===== src/hdl/udp_feed_message_extractor_assert.svh =====
`ifndef UDP_FEED_MESSAGE_EXTRACTOR_ASSERT_SVH
`define UDP_FEED_MESSAGE_EXTRACTOR_ASSERT_SVH

// same-cycle implication
`define UFME_ASSERT_IMPL(lbl, clk, rst_n, ante, cons) \
    lbl: assert property (@(posedge clk) disable iff (!(rst_n)) (ante) |-> (cons)) \
        else $error("ufme assertion failed");

// next-cycle implication
`define UFME_ASSERT_NEXT(lbl, clk, rst_n, ante, cons) \
    lbl: assert property (@(posedge clk) disable iff (!(rst_n)) (ante) |=> (cons)) \
        else $error("ufme assertion failed");

`endif


===== src/hdl/ufme_pkg.sv =====
package ufme_pkg;

    typedef struct packed {
        logic [7:0]  frame_byte;
        logic        frame_first;
        logic [15:0] capture_length;
        logic [31:0] capture_seconds;
        logic [19:0] capture_micros;
    } t_frame_item;

    typedef struct packed {
        logic [7:0]  message_byte;
        logic        message_first;
        logic        message_last;
        logic [15:0] message_length;
        logic [61:0] timestamp_ns;
        logic [63:0] message_seq;
    } t_msg_item;

    typedef struct packed {
        logic [7:0]  reg_index;
        logic [15:0] reg_value;
    } t_cfg_write;

    localparam logic [7:0]  CFG_MIN_MESSAGE_LENGTH      = 8'd0;
    localparam logic [7:0]  CFG_TRANSPORT_HEADER_LENGTH = 8'd1;

    localparam logic [15:0] MIN_MESSAGE_LENGTH_RESET      = 16'd9;
    localparam logic [7:0]  TRANSPORT_HEADER_LENGTH_RESET = 8'd8;

    localparam logic [15:0] MIN_CAPTURE_BYTES = 16'd34;
    localparam logic [15:0] ETH_HDR_BYTES     = 16'd14;
    localparam logic [15:0] UDP_HDR_BYTES     = 16'd8;
    localparam logic [15:0] POS_ETYPE_HI      = 16'd12;
    localparam logic [15:0] POS_ETYPE_LO      = 16'd13;
    localparam logic [15:0] POS_IHL           = 16'd14;
    localparam logic [15:0] POS_PROTOCOL      = 16'd23;
    localparam logic [7:0]  ETYPE_IPV4_HI     = 8'h08;
    localparam logic [7:0]  ETYPE_IPV4_LO     = 8'h00;
    localparam logic [7:0]  IP_PROTO_UDP      = 8'd17;
    localparam logic [3:0]  IHL_MASK          = 4'hF;
    localparam logic [3:0]  IHL_MIN           = 4'd5;
    localparam logic [15:0] MSG_LENGTH_FLOOR  = 16'd2;

    localparam logic [61:0] NS_PER_SECOND = 62'd1000000000;
    localparam logic [29:0] NS_PER_MICRO  = 30'd1000;

endpackage


===== src/hdl/ufme_stream_if.sv =====
interface ufme_stream_if #(
    parameter type T = logic
);
    logic valid;
    logic ready;
    T     data;

    modport source (output valid, output data, input ready);
    modport sink   (input valid, input data, output ready);
endinterface


===== src/hdl/udp_feed_message_extractor.sv =====
// Channel   Dir   Payload              Transfer
// i_frame   in    ufme_pkg::t_frame_item valid & ready
// i_cfg     in    ufme_pkg::t_cfg_write  valid & ready (ready always high)
// o_msg     out   ufme_pkg::t_msg_item   valid & ready
//
// One frame byte per cycle; the parse step sits between an input register and a
// 4-entry result queue, and advances when two queue slots are free.
// A byte yields up to two message bytes; o_msg drains one per cycle while ready.
// Capture time is scaled to ns through r_sec/r_us, r_ts_sec/r_ts_us, then r_ts.
// Reset is synchronous, active low; it clears control state and the queue.
// A stalled o_msg fills the queue past two entries and then holds off i_frame.
module udp_feed_message_extractor #(
    parameter int LENGTH_BITS = 16
) (
    input  logic                  i_clk,
    input  logic                  i_rst_n,
    ufme_stream_if.sink           i_frame,
    ufme_stream_if.sink           i_cfg,
    ufme_stream_if.source         o_msg
);

    `include "udp_feed_message_extractor_assert.svh"

    localparam int LB     = LENGTH_BITS;
    localparam int DEPTH  = 4;
    localparam int PTR_W  = $clog2(DEPTH);
    localparam int CNT_W  = $clog2(DEPTH + 1);
    localparam logic [LB-1:0] LEN_MAX = '1;

    localparam logic [2:0] PH_IDLE   = 3'd0;
    localparam logic [2:0] PH_HEADER = 3'd1;
    localparam logic [2:0] PH_LEN_HI = 3'd2;
    localparam logic [2:0] PH_LEN_LO = 3'd3;
    localparam logic [2:0] PH_BODY   = 3'd4;
    localparam logic [2:0] PH_DROP   = 3'd5;

    logic                  r_in_v;
    ufme_pkg::t_frame_item r_in;
    logic                  w_go;

    logic [2:0]    r_phase, n_phase;
    logic [LB-1:0] r_pos, n_pos;
    logic [LB-1:0] r_flen, n_flen;
    logic [8:0]    r_start, n_start;
    logic [7:0]    r_held, n_held;
    logic [LB-1:0] r_left, n_left;
    logic          r_seen, n_seen;
    logic [LB-1:0] r_cur, n_cur;
    logic [63:0]   r_seq, n_seq;
    logic [31:0]   r_sec, n_sec;
    logic [19:0]   r_us, n_us;
    logic [61:0]   r_ts_sec;
    logic [29:0]   r_ts_us;
    logic [61:0]   r_ts;

    logic [15:0]   r_min;
    logic [7:0]    r_thl;

    ufme_pkg::t_msg_item r_mem [DEPTH];
    logic [PTR_W-1:0]    r_wp, r_rp;
    logic [CNT_W-1:0]    r_cnt;
    ufme_pkg::t_msg_item w_item0, w_item1;
    logic [1:0]          w_npush;
    logic                w_pop;
    logic                w_out_first;
    logic                w_short_start;

    assign w_go          = r_in_v && (r_cnt <= CNT_W'(DEPTH - 2));
    assign i_frame.ready = !r_in_v || w_go;
    assign i_cfg.ready   = 1'b1;
    assign w_pop         = o_msg.valid && o_msg.ready;
    assign o_msg.valid   = (r_cnt != '0);
    assign o_msg.data    = r_mem[r_rp];

    assign w_out_first   = o_msg.valid && o_msg.data.message_first;
    assign w_short_start = w_go && r_in.frame_first
                        && (r_in.capture_length < ufme_pkg::MIN_CAPTURE_BYTES);

    always_ff @(posedge i_clk) begin
        if (!i_rst_n) begin
            r_in_v <= 1'b0;
        end else if (i_frame.ready) begin
            r_in_v <= i_frame.valid;
        end
        if (i_frame.ready && i_frame.valid) begin
            r_in <= i_frame.data;
        end
    end

    always_ff @(posedge i_clk) begin
        if (!i_rst_n) begin
            r_min <= ufme_pkg::MIN_MESSAGE_LENGTH_RESET;
            r_thl <= ufme_pkg::TRANSPORT_HEADER_LENGTH_RESET;
        end else if (i_cfg.valid) begin
            case (i_cfg.data.reg_index)
                ufme_pkg::CFG_MIN_MESSAGE_LENGTH: begin
                    r_min <= i_cfg.data.reg_value;
                end
                ufme_pkg::CFG_TRANSPORT_HEADER_LENGTH: begin
                    r_thl <= i_cfg.data.reg_value[7:0];
                end
                default: begin
                end
            endcase
        end
    end

    always_comb begin
        logic        v_adv;
        logic [16:0] v_pos17;
        logic [16:0] v_flen17;
        logic [8:0]  v_start;
        logic [3:0]  v_ihl;
        logic [7:0]  v_b;
        logic [15:0] v_len;
        logic [15:0] v_mn;

        n_phase = r_phase;
        n_pos   = r_pos;
        n_flen  = r_flen;
        n_start = r_start;
        n_held  = r_held;
        n_left  = r_left;
        n_seen  = r_seen;
        n_cur   = r_cur;
        n_seq   = r_seq;
        n_sec   = r_sec;
        n_us    = r_us;
        w_npush = 2'd0;
        v_adv   = 1'b0;
        v_pos17  = '0;
        v_flen17 = '0;
        v_start = '0;
        v_ihl   = '0;
        v_len   = '0;
        v_mn    = '0;
        v_b     = r_in.frame_byte;

        w_item0.message_byte    = v_b;
        w_item0.message_first   = 1'b0;
        w_item0.message_last    = 1'b0;
        w_item0.message_length  = 16'(r_cur);
        w_item0.timestamp_ns    = r_ts;
        w_item0.message_seq     = r_seq - 64'd1;
        w_item1                 = w_item0;

        if (w_go) begin
            if (r_in.frame_first) begin
                if (17'(r_in.capture_length) > 17'(LEN_MAX)) begin
                    n_flen = LEN_MAX;
                end else begin
                    n_flen = LB'(r_in.capture_length);
                end
                n_pos   = '0;
                n_start = '0;
                n_held  = '0;
                n_left  = '0;
                n_seen  = 1'b0;
                n_cur   = '0;
                n_sec   = r_in.capture_seconds;
                n_us    = r_in.capture_micros;
                n_phase = (17'(n_flen) < 17'(ufme_pkg::MIN_CAPTURE_BYTES)) ? PH_DROP
                                                                          : PH_HEADER;
            end

            v_pos17  = 17'(n_pos);
            v_flen17 = 17'(n_flen);

            if (n_phase != PH_IDLE && n_phase != PH_DROP) begin
                if (v_pos17 >= v_flen17) begin
                    n_phase = PH_DROP;
                end else begin
                    v_adv = 1'b1;
                    case (n_phase)
                        PH_HEADER: begin
                            if (v_pos17 == 17'(ufme_pkg::POS_ETYPE_HI)) begin
                                n_held = v_b;
                            end else if (v_pos17 == 17'(ufme_pkg::POS_ETYPE_LO)) begin
                                if (n_held != ufme_pkg::ETYPE_IPV4_HI
                                    || v_b != ufme_pkg::ETYPE_IPV4_LO) begin
                                    n_phase = PH_DROP;
                                    v_adv   = 1'b0;
                                end
                            end else if (v_pos17 == 17'(ufme_pkg::POS_IHL)) begin
                                v_ihl = v_b[3:0] & ufme_pkg::IHL_MASK;
                                v_start = 9'(ufme_pkg::ETH_HDR_BYTES) + 9'({v_ihl, 2'b00})
                                        + 9'(ufme_pkg::UDP_HDR_BYTES) + 9'(r_thl);
                                if (v_ihl < ufme_pkg::IHL_MIN
                                    || v_flen17 <= 17'(v_start)) begin
                                    n_phase = PH_DROP;
                                    v_adv   = 1'b0;
                                end else begin
                                    n_start = v_start;
                                end
                            end else if (v_pos17 == 17'(ufme_pkg::POS_PROTOCOL)) begin
                                if (v_b != ufme_pkg::IP_PROTO_UDP) begin
                                    n_phase = PH_DROP;
                                    v_adv   = 1'b0;
                                end
                            end
                            if (v_adv && v_pos17 >= 17'(ufme_pkg::POS_IHL)
                                && (v_pos17 + 17'd1) == 17'(n_start)) begin
                                n_phase = PH_LEN_HI;
                            end
                        end
                        PH_LEN_HI: begin
                            n_held  = v_b;
                            n_phase = PH_LEN_LO;
                        end
                        PH_LEN_LO: begin
                            v_len = {n_held, v_b};
                            v_mn  = (r_min < ufme_pkg::MSG_LENGTH_FLOOR)
                                  ? ufme_pkg::MSG_LENGTH_FLOOR : r_min;
                            if (v_len >= v_mn
                                && (v_pos17 - 17'd1) + 17'(v_len) <= v_flen17) begin
                                n_seen  = 1'b1;
                                n_cur   = LB'(v_len);
                                n_seq   = r_seq + 64'd1;
                                w_item0.message_byte    = n_held;
                                w_item0.message_first   = 1'b1;
                                w_item0.message_length  = v_len;
                                w_item0.message_seq     = r_seq;
                                w_item1.message_byte    = v_b;
                                w_item1.message_length  = v_len;
                                w_item1.message_seq     = r_seq;
                                w_item1.message_last    = (v_len == ufme_pkg::MSG_LENGTH_FLOOR);
                                w_npush = 2'd2;
                                n_left  = LB'(v_len - ufme_pkg::MSG_LENGTH_FLOOR);
                                n_phase = (n_left == '0) ? PH_LEN_HI : PH_BODY;
                            end else if (n_seen) begin
                                n_phase = PH_DROP;
                                v_adv   = 1'b0;
                            end else begin
                                n_held = v_b;
                            end
                        end
                        PH_BODY: begin
                            n_left = n_left - LB'(1);
                            w_item0.message_last = (n_left == '0);
                            w_npush = 2'd1;
                            if (n_left == '0) begin
                                n_phase = PH_LEN_HI;
                            end
                        end
                        default: begin
                            n_phase = PH_DROP;
                            v_adv   = 1'b0;
                        end
                    endcase
                    if (v_adv) begin
                        n_pos = n_pos + LB'(1);
                    end
                end
            end
        end
    end

    always_ff @(posedge i_clk) begin
        if (!i_rst_n) begin
            r_phase <= PH_IDLE;
            r_pos   <= '0;
            r_flen  <= '0;
            r_start <= '0;
            r_held  <= '0;
            r_left  <= '0;
            r_seen  <= 1'b0;
            r_cur   <= '0;
            r_seq   <= '0;
        end else begin
            r_phase <= n_phase;
            r_pos   <= n_pos;
            r_flen  <= n_flen;
            r_start <= n_start;
            r_held  <= n_held;
            r_left  <= n_left;
            r_seen  <= n_seen;
            r_cur   <= n_cur;
            r_seq   <= n_seq;
        end
    end

    always_ff @(posedge i_clk) begin
        r_sec    <= n_sec;
        r_us     <= n_us;
        r_ts_sec <= 62'(r_sec) * ufme_pkg::NS_PER_SECOND;
        r_ts_us  <= 30'(r_us) * ufme_pkg::NS_PER_MICRO;
        r_ts     <= r_ts_sec + 62'(r_ts_us);
    end

    always_ff @(posedge i_clk) begin
        if (w_npush != 2'd0) begin
            r_mem[r_wp] <= w_item0;
        end
        if (w_npush == 2'd2) begin
            r_mem[r_wp + PTR_W'(1)] <= w_item1;
        end
    end

    always_ff @(posedge i_clk) begin
        if (!i_rst_n) begin
            r_wp  <= '0;
            r_rp  <= '0;
            r_cnt <= '0;
        end else begin
            r_wp  <= r_wp + PTR_W'(w_npush);
            r_rp  <= r_rp + PTR_W'(w_pop);
            r_cnt <= r_cnt + CNT_W'(w_npush) - CNT_W'(w_pop);
        end
    end

    `UFME_ASSERT_IMPL(a_queue_bound, i_clk, i_rst_n, 1'b1, r_cnt <= CNT_W'(DEPTH))
    `UFME_ASSERT_IMPL(a_left_in_body, i_clk, i_rst_n, r_left != '0, r_phase == PH_BODY)
    `UFME_ASSERT_IMPL(a_first_not_last, i_clk, i_rst_n, w_out_first, !o_msg.data.message_last)
    `UFME_ASSERT_NEXT(a_short_drop, i_clk, i_rst_n, w_short_start, r_phase == PH_DROP)

endmodule


===== src/flat_wrapper.sv =====
// flat-port wrapper written by rule: the top's interface ports become plain ports
module udp_feed_message_extractor_flat 
#(
    parameter int LENGTH_BITS = 16
)
  (i_clk, i_rst_n, i_frame_valid, i_frame_data, i_frame_ready, i_cfg_valid, i_cfg_data, i_cfg_ready, o_msg_valid, o_msg_data, o_msg_ready);
  ufme_stream_if #(.T(ufme_pkg::t_frame_item)) i_frame_i ();
  ufme_stream_if #(.T(ufme_pkg::t_cfg_write)) i_cfg_i ();
  ufme_stream_if #(.T(ufme_pkg::t_msg_item)) o_msg_i ();
  input  logic i_clk;
  input  logic i_rst_n;
  input wire logic [$bits(i_frame_i.valid)-1:0] i_frame_valid;
  input wire logic [$bits(i_frame_i.data)-1:0] i_frame_data;
  output wire logic [$bits(i_frame_i.ready)-1:0] i_frame_ready;
  input wire logic [$bits(i_cfg_i.valid)-1:0] i_cfg_valid;
  input wire logic [$bits(i_cfg_i.data)-1:0] i_cfg_data;
  output wire logic [$bits(i_cfg_i.ready)-1:0] i_cfg_ready;
  output wire logic [$bits(o_msg_i.valid)-1:0] o_msg_valid;
  output wire logic [$bits(o_msg_i.data)-1:0] o_msg_data;
  input wire logic [$bits(o_msg_i.ready)-1:0] o_msg_ready;
  assign i_frame_i.valid = i_frame_valid;
  assign i_frame_i.data = i_frame_data;
  assign i_frame_ready = i_frame_i.ready;
  assign i_cfg_i.valid = i_cfg_valid;
  assign i_cfg_i.data = i_cfg_data;
  assign i_cfg_ready = i_cfg_i.ready;
  assign o_msg_valid = o_msg_i.valid;
  assign o_msg_data = o_msg_i.data;
  assign o_msg_i.ready = o_msg_ready;
  udp_feed_message_extractor #(.LENGTH_BITS(LENGTH_BITS)) u_core (.i_clk(i_clk), .i_rst_n(i_rst_n), .i_frame(i_frame_i), .i_cfg(i_cfg_i), .o_msg(o_msg_i));
endmodule

===== config.mk =====
export PLATFORM = sky130hd
export DESIGN_NAME = udp_feed_message_extractor_flat
export DESIGN_NICKNAME = d
export VERILOG_FILES = /design/src/hdl/ufme_pkg.sv /design/src/hdl/ufme_stream_if.sv /design/src/hdl/udp_feed_message_extractor.sv /design/src/flat_wrapper.sv
export VERILOG_INCLUDE_DIRS = /design/src /design/src/hdl
export SDC_FILE = /design/constraint.sdc
export NUM_CORES = 2
export LEC_CHECK = 0
export BUFFER_PORTS_ARGS = -buffer_cell sky130_fd_sc_hd__buf_2
export CORE_MARGIN = 1
export CORE_UTILIZATION = 30
export CTS_CLUSTER_SIZE = 14
export DETAILED_ROUTE_END_ITERATION = 10
export PLACE_DENSITY = 0.46
export SYNTH_ARGS = -nofsm -noshare
export SYNTH_HDL_FRONTEND = slang
export SYNTH_SLANG_ARGS = --single-unit

===== constraint.sdc =====
create_clock -name i_clk -period 14.64 [get_ports i_clk]
set_input_delay 0.732 -clock i_clk [delete_from_list [all_inputs] [get_ports i_clk]]
set_output_delay 0.732 -clock i_clk [all_outputs]
set_load 0.02 [all_outputs]

==> summary.md <==
| Metric | Value |
|---|---|
| Run status | `completed` |
| Main synth FF type | `edfxtp_1` |
| Max clock buf depth | `3` |
| Drc violations | `0` |
| H-tree depth | `4` |
| Clock Latency Late Sink | `800 ps` |
| Period utilization | `62.5%` |
| Die height | `462 um` |
| Register area share after synthesis | `44.3%` |
| Worst path most repeated cell | `buf_4` |
| Clock buffer count from CTS | `134` |
| Ports | `261` |
| Post-cts gate resize count | `0` |
| Post-route setup TNS | `0 ps` |
| Routability Congestion | `0.865` |
| CP endpoint kind | `flop` |
| Max incr delay on CP | `890 ps` |
| Dpl hpwl | `124000 um` |
| CTS tree | `done` |
| Fmax | `109 MHz` |
| Setup CP Type | `flop to flop` |
| Post-CTS Setup Repair Bufs | `0` |
| Top cells by area, synth | `edfxtp_1 (34%), fa_1 (12%), dfxtp_1 (10%)` |
| Final Skew | `44.9 ps` |
| Psw | `7720 uW` |
| Initial core utilization | `30.2%` |
| VDD IR max | `0.548 mV` |
| Layout cell share with drive strength beyond 1 | `12.3%` |
| Fin crit period | `9150 ps` |
| Pwr/cell area | `247 nW/um^2` |
| Mapped cell area | `63400 um^2` |
| Core area | `210000 um^2` |
| Pwr Total | `17800 uW` |
| # rows | `168` |
| CP required | `15040 ps` |
| Post-Place Cells | `8388` |
| Initial antenna violation count | `2` |
| Synth warn | `0` |
| First-pass DRT Iterations | `8` |
| Worst setup margin | `5490 ps` |
| Slowest stage cell on the critical path | `inv_8` |
| Sequential share of power | `21.3%` |
| Vias/cell | `4.72` |
| Antenna-violating nets left | `0` |
| Post-synth ARST share | `0%` |
| Largest net degree at the start of global routing | `130` |
| Slew @ Worst Pin | `1250 ps` |
| Commonest cells after routing, fill and taps aside | `edfxtp_1 (721), nor2_1 (626), inv_1 (623)` |
| Leakage | `0.0300 uW` |
| Number of flops mapped to enable cells by yosys | `721` |
| Max-cap violations | `0` |
| Max Slew Vio Count | `0` |
| Reg clk slew, reported paths | `60 ps` |
| Final count of hold timing violations | `0` |
| Gate power share | `60.4%` |
| Vias in the first global route | `42400` |
| Cts hold-fix bufs | `0` |
| Critical path peak fanout | `129` |
| Buffers added on ports | `256` |
| Crit start category | `flop` |
| Die area | `213000 um^2` |
| Overflow after GRT | `0` |
| WL final | `173000 um` |
| Clock Sinks | `1045` |
| Total track usage | `16.4%` |
| Mean Syn Cell Area | `11.6 um^2` |
| Final instance count without filler cells | `8637` |
| Power Internal | `10100 uW` |
| Pre-CTS WS | `5430 ps` |
| Share of the synthesized area in the top cell type | `34.1%` |
| Yosys reg bits | `1045` |
| Leading area contributor after synthesis | `edfxtp_1` |
| Layout area overhead | `13.9%` |
| Hold crit path type | `input port to flop` |
| R2r setup slk | `5490 ps` |
| Synth Instances | `5490` |
| Iteration-0 DRC Markers | `2565` |
| First-pass GRT wire length | `265000 um` |
| Clk root buf | `clkbuf_16` |
| Yosys cell types | `84` |
| Sw Share | `43.3%` |
| Final setup fails | `0` |
| Critical path data arrival time | `9550 ps` |
| Commonest non-fill, non-tap cell in the layout | `edfxtp_1` |
| Fin nets | `6676` |
| RSZ-0062 raised after global routing | `false` |
| Horiz. Die Dim | `462 um` |
| Clock share of power | `18.3%` |
| Max_slew headroom | `16.1%` |
| Via count | `40800` |
| Average routed wire per standard cell | `20.1 um` |
[per-layer routing]
layer  track usage [%]  share of wire [%]  vias up
met3              2.36                3.8      223
met5                 0             0.0052        -
met2              28.1                 49      827
met1              21.4                 45    20200
li1                  -                  -    19500
met4              4.70                2.4        2
[worst max-delay path, delay by kind of cell, from the launching register on]
family	cells	cell delay [ps]
XOR/XNOR	1	160
adder cells (fa/ha/maj)	4	1310
flip-flops	1	360
buffers and inverters	7	2650
AO/OA/AOI/OAI	11	2430
AND/OR/NAND/NOR	6	1620
[sequential cells by signal, summed over array words and instances, names as in the netlist, 20 cells and up]
| signal | cells |
|---|---|
| u_core.r_sec | 32 |
| u_core.r_seq | 64 |
| u_core.r_us | 20 |
| u_core.r_ts_us | 27 |
| u_core.r_ts_sec | 53 |
| u_core.r_ts | 59 |
| u_core.r_mem | 596 |
| u_core.r_in | 77 |
[power by group through the flow]
stage,Sequential [uW],Clock [uW],Combinational (uW)
after floorplan,3740,0,8170
after global placement,3860,0,10900
after detailed placement,3870,0,10900
after CTS,3810,3380,10900
after global routing,3840,3490,12300
final,3790,3270,10800
[worst paths after layout]
kind                                                 from                             end  cells after the start
worst max-delay path            u_core.r_in[68]$_DFFE_PP_  u_core.r_mem[0][113]$_DFFE_PP_                     29
worst min register to register  u_core.r_ts_us[3]$_DFF_P_          u_core.r_ts[3]$_DFF_P_                      0
worst min-delay path                     i_frame_data[53]       u_core.r_in[53]$_DFFE_PP_                      1
worst max register to register  u_core.r_in[68]$_DFFE_PP_  u_core.r_mem[0][113]$_DFFE_PP_                     29
[Yosys cell counts (18+ instances only)]
cell	instances
edfxtp_1	721
inv_1	630
nor2_1	627
ha_1	465
fa_1	386
dfxtp_1	324
a21oi_1	213
and2_1	207
nand2_1	199
xnor2_1	199
clkbuf_1	171
mux4_2	149
o21ai_0	119
nor3_1	108
nand3_1	106
xor2_1	88
nor2b_1	85
mux2i_1	59
nand4_1	46
a21o_1	43
nor4_1	41
and3_1	39
nand2b_1	39
a211oi_1	37
a22o_1	35
buf_1	29
or3_1	26
o21a_1	20
o21bai_1	18
[stage by stage]
stage               utilization, %  area, um^2  hold WS (ps)
CTS                           34.4       72300          19.8
floorplan                        -       63500           310
finish                        34.4       72300           112
detailed placement            32.4       67900           312
global route                  34.4       72300          57.1
global placement              32.4       67900           311
[kinds of logic (layout without fill, tap and decap cells)]
| logic type | Yosys count | count (layout) | share of synthesized area [%] |
|---|---|---|---|
| AND/OR/NAND/NOR | 1615 | 1615 | 12.6 |
| multiplexers | 212 | 212 | 6.29 |
| XOR/XNOR | 287 | 287 | 3.96 |
| other | 2 | 5 | 0.0118 |
| adder cells (fa/ha/maj) | 851 | 851 | 21.4 |
| buffers and inverters | 848 | 1187 | 5.07 |
| AO/OA/AOI/OAI | 630 | 630 | 6.35 |
| flip-flops | 1045 | 1045 | 44.3 |
[cell type report]
class / instances / area (um^2)
Fill cell: 21100 / 138000
Inverter: 631 / 2400
Sequential cell: 1045 / 28100
Tap cell: 2805 / 3510
Clock inverter: 68 / 699
Antenna cell: 1 / 2.50
Multi-Input combinational cell: 3599 / 32100
Clock buffer: 180 / 3680
Timing Repair Buffer: 308 / 1680
Note: power is estimated with default switching activity, not from simulation.
